===== config.mk =====
export PLATFORM = sky130hd
export DESIGN_NAME = dwmd_track
export DESIGN_NICKNAME = d
export VERILOG_FILES = /design/src/dwmd_pkg.sv /design/src/dwmd_track.sv
export SDC_FILE = /design/constraint.sdc
export NUM_CORES = 1
export LEC_CHECK = 0
export BUFFER_PORTS_ARGS = -buffer_cell sky130_fd_sc_hd__buf_2
export CAP_MARGIN = 10
export CELL_PAD_IN_SITES_DETAIL_PLACEMENT = 0
export CELL_PAD_IN_SITES_GLOBAL_PLACEMENT = 1
export CORE_MARGIN = 3
export CORE_UTILIZATION = 40
export DETAILED_ROUTE_END_ITERATION = 10
export PLACE_DENSITY = 0.78
export SYNTH_ARGS = -nofsm -noshare
export SYNTH_HDL_FRONTEND = slang
export SYNTH_SLANG_ARGS = --single-unit

===== constraint.sdc =====
create_clock -name clk -period 10.7 [get_ports clk]
set_clock_uncertainty 0.15 [all_clocks]
set_input_delay 1.605 -clock clk [delete_from_list [all_inputs] [get_ports clk]]
set_output_delay 1.605 -clock clk [all_outputs]
set_load 0.1 [all_outputs]

===== src/dwmd_pkg.sv =====
// Shared types and constants for the distinct-window marker detector.
package dwmd_pkg;

  localparam int SEQ_BITS     = 64;
  localparam int BYTE_BITS    = 8;
  localparam int TAB_DEPTH    = 256;
  localparam int CFG_BITS     = 5;
  localparam int POS_OUT_BITS = 32;
  localparam int STAT_BITS    = 2;

  localparam logic [CFG_BITS-1:0] LEN_RESET = 5'd4;

  typedef logic [SEQ_BITS-1:0]  seq_t;
  typedef logic [BYTE_BITS-1:0] byte_t;

  typedef enum logic [STAT_BITS-1:0] {
    ST_SEARCH  = 2'd0,
    ST_FOUND   = 2'd1,
    ST_EARLIER = 2'd2
  } status_t;

  // Write request into the last-seen table
  typedef struct packed {
    logic  en;
    byte_t addr;
    seq_t  seq;
  } tab_wr_t;

  // Registered read result of the last-seen table
  typedef struct packed {
    logic hit;
    seq_t seq;
  } tab_rd_t;

endpackage


===== src/dwmd_track.sv =====
// Run tracker: distinct-suffix length, found flag, position and output register.
module dwmd_track
  import dwmd_pkg::*;
#(
  parameter int WINDOW_MAX    = 16,
  parameter int POSITION_BITS = 32
) (
  input  logic                    clk,
  input  logic                    rst,
  input  logic                    in_fire,
  input  byte_t                   in_byte,
  input  logic                    in_start,
  output logic                    in_ready,
  input  logic [CFG_BITS-1:0]     window_len,
  input  tab_rd_t                 rd,
  output tab_wr_t                 wr,
  output logic                    out_valid,
  input  logic                    out_ready,
  output logic [POS_OUT_BITS-1:0] out_position,
  output status_t                 out_status
);

  localparam int DW = $clog2(WINDOW_MAX + 1);
  localparam int CW = (DW > CFG_BITS) ? DW : CFG_BITS;
  localparam int PW = (POSITION_BITS > POS_OUT_BITS) ? POSITION_BITS : POS_OUT_BITS;
  localparam logic [CW:0] WIN_MAX_W = (CW + 1)'(WINDOW_MAX);

  logic                     s1_valid;
  byte_t                    s1_byte;
  logic                     s1_start;
  logic [DW-1:0]            run;
  logic                     seen;
  logic [POSITION_BITS-1:0] pos;
  seq_t                     seq;

  logic                     s1_adv;
  logic [DW-1:0]            run_base;
  logic                     seen_base;
  logic [POSITION_BITS-1:0] pos_base;
  logic [POSITION_BITS-1:0] pos_next;
  logic [PW-1:0]            pos_wide;
  seq_t                     stamp_gap;
  logic                     near;
  logic [CW:0]              run_inc;
  logic [CW:0]              run_new;
  logic [CW:0]              run_cap;
  logic [CW:0]              len_raw;
  logic [CW:0]              len_eff;
  logic                     marker;
  status_t                  status_next;

  assign s1_adv   = s1_valid && (!out_valid || out_ready);
  assign in_ready = !s1_valid || s1_adv;

  // a stream start clears the state before this byte is taken
  assign run_base  = s1_start ? '0 : run;
  assign seen_base = s1_start ? 1'b0 : seen;
  assign pos_base  = s1_start ? '0 : pos;

  assign pos_next = (pos_base == '1) ? pos_base : pos_base + 1'b1;
  assign pos_wide = PW'(pos_next);

  // byte repeats inside the current distinct run when its last stamp is close enough
  assign stamp_gap = seq - rd.seq;
  assign near      = rd.hit && (stamp_gap <= seq_t'(run_base));
  assign run_inc   = (CW + 1)'(run_base) + 1'b1;
  assign run_new   = near ? {1'b0, stamp_gap[CW-1:0]} : run_inc;
  assign run_cap   = (run_new > WIN_MAX_W) ? WIN_MAX_W : run_new;

  always_comb begin
    len_raw = (CW + 1)'(window_len);
    len_eff = len_raw;
    if (len_raw == '0) begin
      len_eff = (CW + 1)'(1);
    end else if (len_raw > WIN_MAX_W) begin
      len_eff = WIN_MAX_W;
    end
  end

  assign marker = run_cap >= len_eff;

  always_comb begin
    if (seen_base) begin
      status_next = ST_EARLIER;
    end else if (marker) begin
      status_next = ST_FOUND;
    end else begin
      status_next = ST_SEARCH;
    end
  end

  // stamp the byte only while searching
  assign wr.en   = s1_adv && !seen_base;
  assign wr.addr = s1_byte;
  assign wr.seq  = seq;

  always_ff @(posedge clk) begin
    if (rst) begin
      s1_valid  <= 1'b0;
      out_valid <= 1'b0;
      run       <= '0;
      seen      <= 1'b0;
      pos       <= '0;
      seq       <= '0;
    end else begin
      if (in_fire) begin
        s1_valid <= 1'b1;
      end else if (s1_adv) begin
        s1_valid <= 1'b0;
      end
      if (s1_adv) begin
        out_valid <= 1'b1;
        run       <= run_cap[DW-1:0];
        seen      <= seen_base | marker;
        pos       <= pos_next;
        seq       <= seq + 1'b1;
      end else if (out_ready) begin
        out_valid <= 1'b0;
      end
    end
  end

  always_ff @(posedge clk) begin
    if (in_fire) begin
      s1_byte  <= in_byte;
      s1_start <= in_start;
    end
    if (s1_adv) begin
      out_position <= pos_wide[POS_OUT_BITS-1:0];
      out_status   <= status_next;
    end
  end

endmodule


# --- Yosys cells after proc, flatten, opt, wreduce, memory -nomap -nowiden ---
# Cells that the tools add are included.
word_totals:
  input_bits: 83
  reg_bits: 147
  elab_cells: 44
  output_inout_bits: 109
op_classes:
  n_eq_ne: 1
  n_lt_le_gt_ge: 4
  n_bitwise: 1
  muxes: 13
  n_reduce_logical: 11
  add_sub_neg: 4
ops:
  columns: ["op", "n"]
  rows:
  - ["adder 64 x 1 -> 64 bit (second input constant)", 1]
  - ["<= comparator 64 x 5 -> 1 bit", 1]
  - ["2-to-1 mux 32 bit", 2]
  - ["subtractor 64 bit", 1]
  - ["adder 32 x 1 -> 32 bit (second input constant)", 1]
  - ["== test 32 bit (second input constant)", 1]
  - ["2-to-1 mux 5 bit", 3]
  - ["2-to-1 mux 6 bit", 2]
  - ["adder 5 x 1 -> 6 bit (second input constant)", 1]
  - [">= comparator 6 bit", 1]
  - ["greater-than comparator 6 x 5 -> 1 bit (second input constant)", 1]
  - ["2-to-1 mux 1 bit", 6]
  - ["greater-than comparator 5 bit (second input constant)", 1]
  - ["zero test 5 bit", 1]
  - ["nonzero test 2 bit", 2]
  - ["logical AND 1 bit", 3]
  - ["zero test 1 bit", 3]
  - ["logical OR 1 bit", 2]
  - ["OR 1 bit", 1]

# --- Depth between registers and ports, before layout ---
logic_depth:
  depth_word: 8
  depth_mapped: 28
  depth_no_buf: 28

# --- Least setup slack after synthesis ---
# Ideal clock, no wire load.
synth_path:
  path_type: "input to register"
  startpoint: "input rd[0] (netlist bit)"
  endpoint: "register seen"
  cell_stages: 26
  arrival_ns: 6.412
  path_buffers: 0
  setup_slack_ns: 4.011
  setup_ns: 0.128
  required_time_ns: 10.422
  path_cell_list: "ha_1 -> fa_1 -> nand2b_1 -> nand2b_1 -> a21oi_1 -> xnor2_1 -> ha_1 -> o22ai_1 -> a21oi_1 -> or4b_2 -> nor4_1 -> nand4_1 -> nor3_1 -> nand4_1 -> nor4_4 -> mux2i_1 -> ha_1 -> nand2b_1 -> a21oi_1 -> nor2b_1 -> o21ai_0 -> nand2b_1 -> a21oi_1 -> nor2_1 -> a21oi_1 -> nor2_1"
synth_via:
  elab_chain_len: 8
synth_lines:
  columns: ["item", "line_no", "source"]
  rows:
  - ["start, declared", "dwmd_track.sv:15", "input tab_rd_t rd,"]
  - ["subtractor 64 bit *", "dwmd_track.sv:64", "assign stamp_gap = seq - rd.seq;"]
  - ["<= comparator 64 x 5 -> 1 bit", "dwmd_track.sv:65", "assign near = rd.hit && (stamp_gap <= seq_t'(run_base));"]
  - ["logical AND 1 bit", "dwmd_track.sv:65", null]
  - ["2-to-1 mux 6 bit *", "dwmd_track.sv:67", "assign run_new = near ? {1'b0, stamp_gap[CW-1:0]} : run_inc;"]
  - ["greater-than comparator 6 x 5 -> 1 bit", "dwmd_track.sv:68", "assign run_cap = (run_new > WIN_MAX_W) ? WIN_MAX_W : run_new;"]
  - ["2-to-1 mux 6 bit *", "dwmd_track.sv:68", null]
  - [">= comparator 6 bit *", "dwmd_track.sv:80", "assign marker = run_cap >= len_eff;"]
  - ["OR 1 bit *", "dwmd_track.sv:114", "seen <= seen_base | marker;"]
  - ["end signal, assigned", "dwmd_track.sv:114", null]
  - ["end, declared", "dwmd_track.sv:32", "logic seen;"]
# Every way passes the cells marked *; elsewhere a longest branch is shown, timed or not.
# A chain may end at the register's enable or synchronous reset.

# --- Worst setup path in the final report ---
# Ends and elaborated chain as after synthesis.

==> impl_metrics.toml <==
[critical_path]
worstPathRequired_ns = 10.84
slowest_delay_ns = 0.66
crit_family = "simple AND/OR/NAND/NOR gates"
cp_num_buf_inv = 1
worstSetupEndpointType = "flop"
critPathLaunchType = "input pin"
critPathKind = "in2reg"
cp_slowest_cell = "or4b_2"
crit_fanout = 6
rrSetupSlack_ns = 4.51
critPathArrivalTime_ns = 7.12
path_common_cell = "a21oi_1"

[yosys]
synth-seq-cells = 147
ys_seq_area_share_pct = 28.4
ys.flop_type = "dfxtp_1"
async_flop_share_pct = 0
yosys_warnings = 0
synth_cell_types = 84
synthCells = 1563
avgSynthCellArea_sq_um = 7.59
syn_nets = 1723
synth_area_sq_um = 11900
synth-edff-count = 43

[timing]
slew_headroom_pct = 17.7
fin_setup_tns_ns = 0
setup_slack_ns = 3.72
slew_violations = 0
fin_crit_ns = 6.98
finalCritPeriodShare_pct = 65.3
fmax_mhz = 143
final_hold_viol_count = 0
grt_setup_unrepaired = "no"
worst_pin_slew_ns = 1.23
setup_violations = 0
whs_ns = 0.307

[global_routing]
grt_pass1_vias = 11184
gr-total-overflow = 0
grtUsageTotal_pct = 23.9
grt_max_degree = 106
antenna_found_initial = 2
grt_first_pass_wirelength_mm = 59.9

[drt]
vias = 11882
wl_per_cell_microns = 18.2
wl_mm = 38.3
ant_nets = 0
via_per_inst = 5.64
drc_errors = 0
dr.pass1.iters = 5
initialDrtViolationCount = 821

[cts]
cts_root_buf = "clkbuf_16"
numClockSinks = 147
cts-resized-gates = 0
cts_tree = "built"
clkSlewWorstSetupHoldPaths_ns = 0.06
cts-htree-levels = 4
post_cts_buffers = 0
cts_made_buffers = 17
clkLatencyLatePin_ns = 0.46
postCtsHoldBufs = 0
cts_buffer_depth = 2

[floorplan]
initial_core_util_pct = 41.0
core_area_sq_um = 28900
die_x_microns = 178
die_area_sq_um = 31800
io_pins = 192
die_h_microns = 178
rows = 62

[place]
gp_congestion = 0.988
dp.cells = 2074
dpl_worst_slack_ns = 3.25
io_buffers = 191
hpwl_mm = 29.6

[run]
cap_viol_max_count = 0

[power_and_ir_drop]
ir_drop_mv = 0.138
total_power_mw = 1.45
p_leak_nw = 5.62
p_per_area_nw_per_um2 = 107

[status]
status = "finished clean"

[cells_and_area]
nNetsFinal = 1869
fin_cells = 2106
nFillCells = 2962
diodes = 0
drive_gt1_share_pct = 15.7
area_growth_pct = 14.7

[worst_hold_path]
hold_class = "reg2reg"
## registers in the layout (all words and copies together) (netlist names), 2 cells and up
register      flops
seq              64
s1_byte           8
out_position     32
run               5
out_status        2
pos              32
## area by class of cell
cell class / instances / area [sq um] / share of cell area [%]
clock buffer: 19 / 454 / 3.34
clock inverter: 13 / 136 / 1.00
inverter: 89 / 334 / 2.46
multi-input combinational: 1258 / 7830 / 57.5
sequential: 147 / 3370 / 24.8
tap: 384 / 480 / 3.53
timing repair buffer: 196 / 996 / 7.32
## cell usage in the layout (no fill, tap or decap), types with 53 or more instances in the layout
cell type and n:
nand2_1 192, o21ai_0 74, a21oi_1 135, nand3_1 59, xnor2_1 53, xor2_1 65
nand4_1 57, buf_2 190, dfxtp_1 104, nor2_1 191, ha_1 76, inv_1 88
## worst paths after layout
check                               to            startpoint  cells after the start
setup / recovery     seen$_SDFFE_PP0P_                 rd[0]                     27
hold / removal    pos[18]$_SDFFE_PP0P_  pos[18]$_SDFFE_PP0P_                      2
setup reg to reg     seen$_SDFFE_PP0P_   seq[0]$_SDFFE_PP0P_                     27
hold reg to reg   pos[18]$_SDFFE_PP0P_  pos[18]$_SDFFE_PP0P_                      2
## metrics by stage
stage                     instance area, sq um  utilization (%)
after global placement                   13000             45.0
after floorplan                          11900                -
after CTS                                13600             47.0
final                                    13600             47.0
after detailed placement                 13000             45.0
after global routing                     13600             47.0
## worst register-to-register path, delay by kind of cell (launching register included)
family / cells / cell delay, ns
buf+inv: 1 / 0.06
simple gates: 13 / 2.56
fa+ha+maj: 4 / 1.21
flops: 1 / 0.41
mux: 1 / 0.33
compound gates: 7 / 0.91
xor+xnor: 1 / 0.40
## Yosys cell counts, types with 11 or more instances
library cell  instances  area (sq um)
and4_1               18           158
o2111ai_1            11          96.3
nor2_1              191           717
dfxtp_1             104          2080
nand2_1             192           721
xnor2_1              53           464
a21o_1               16           120
nand3_1              59           295
a31oi_1              15          93.8
inv_1                89           334
nand4_1              57           357
xor2_1               65           569
nand2b_1             13          81.3
o21a_1               19           143
o21ai_0              74           370
a21oi_1             135           676
ha_1                 76           951
or3_1                17           106
nor2b_1              22           138
and2_1               11          68.8
and3_1               19           119
o21ai_1              11          55.1
nor3_1               30           150
clkbuf_1             38           143
a211oi_1             12          90.1
buf_2                19          95.1
o211ai_1             11          82.6
edfxtp_1             43          1290
## routing by layer
metal	share of wire, %	track usage, %	routed length (microns)
met5	0.070	0	27
met4	2.3	7.63	890
met3	7.0	5.94	2680
met2	45	37.3	17100
met1	46	32.4	17600
## cell families after synthesis
group           count (synthesis)  share of synthesized area (%)
simple gates                  665                           27.1
compound gates                382                           20.5
buf+inv                       158                           5.58
flops                         147                           28.4
xor+xnor                      118                           8.71
fa+ha+maj                      77                           8.19
mux                            16                           1.48
## power breakdown
group          switching [mW]  internal (mW)
Combinational           0.178         0.0626
Sequential            0.00669          0.586
Clock                   0.275          0.341
(Power assumes the default switching activity.)
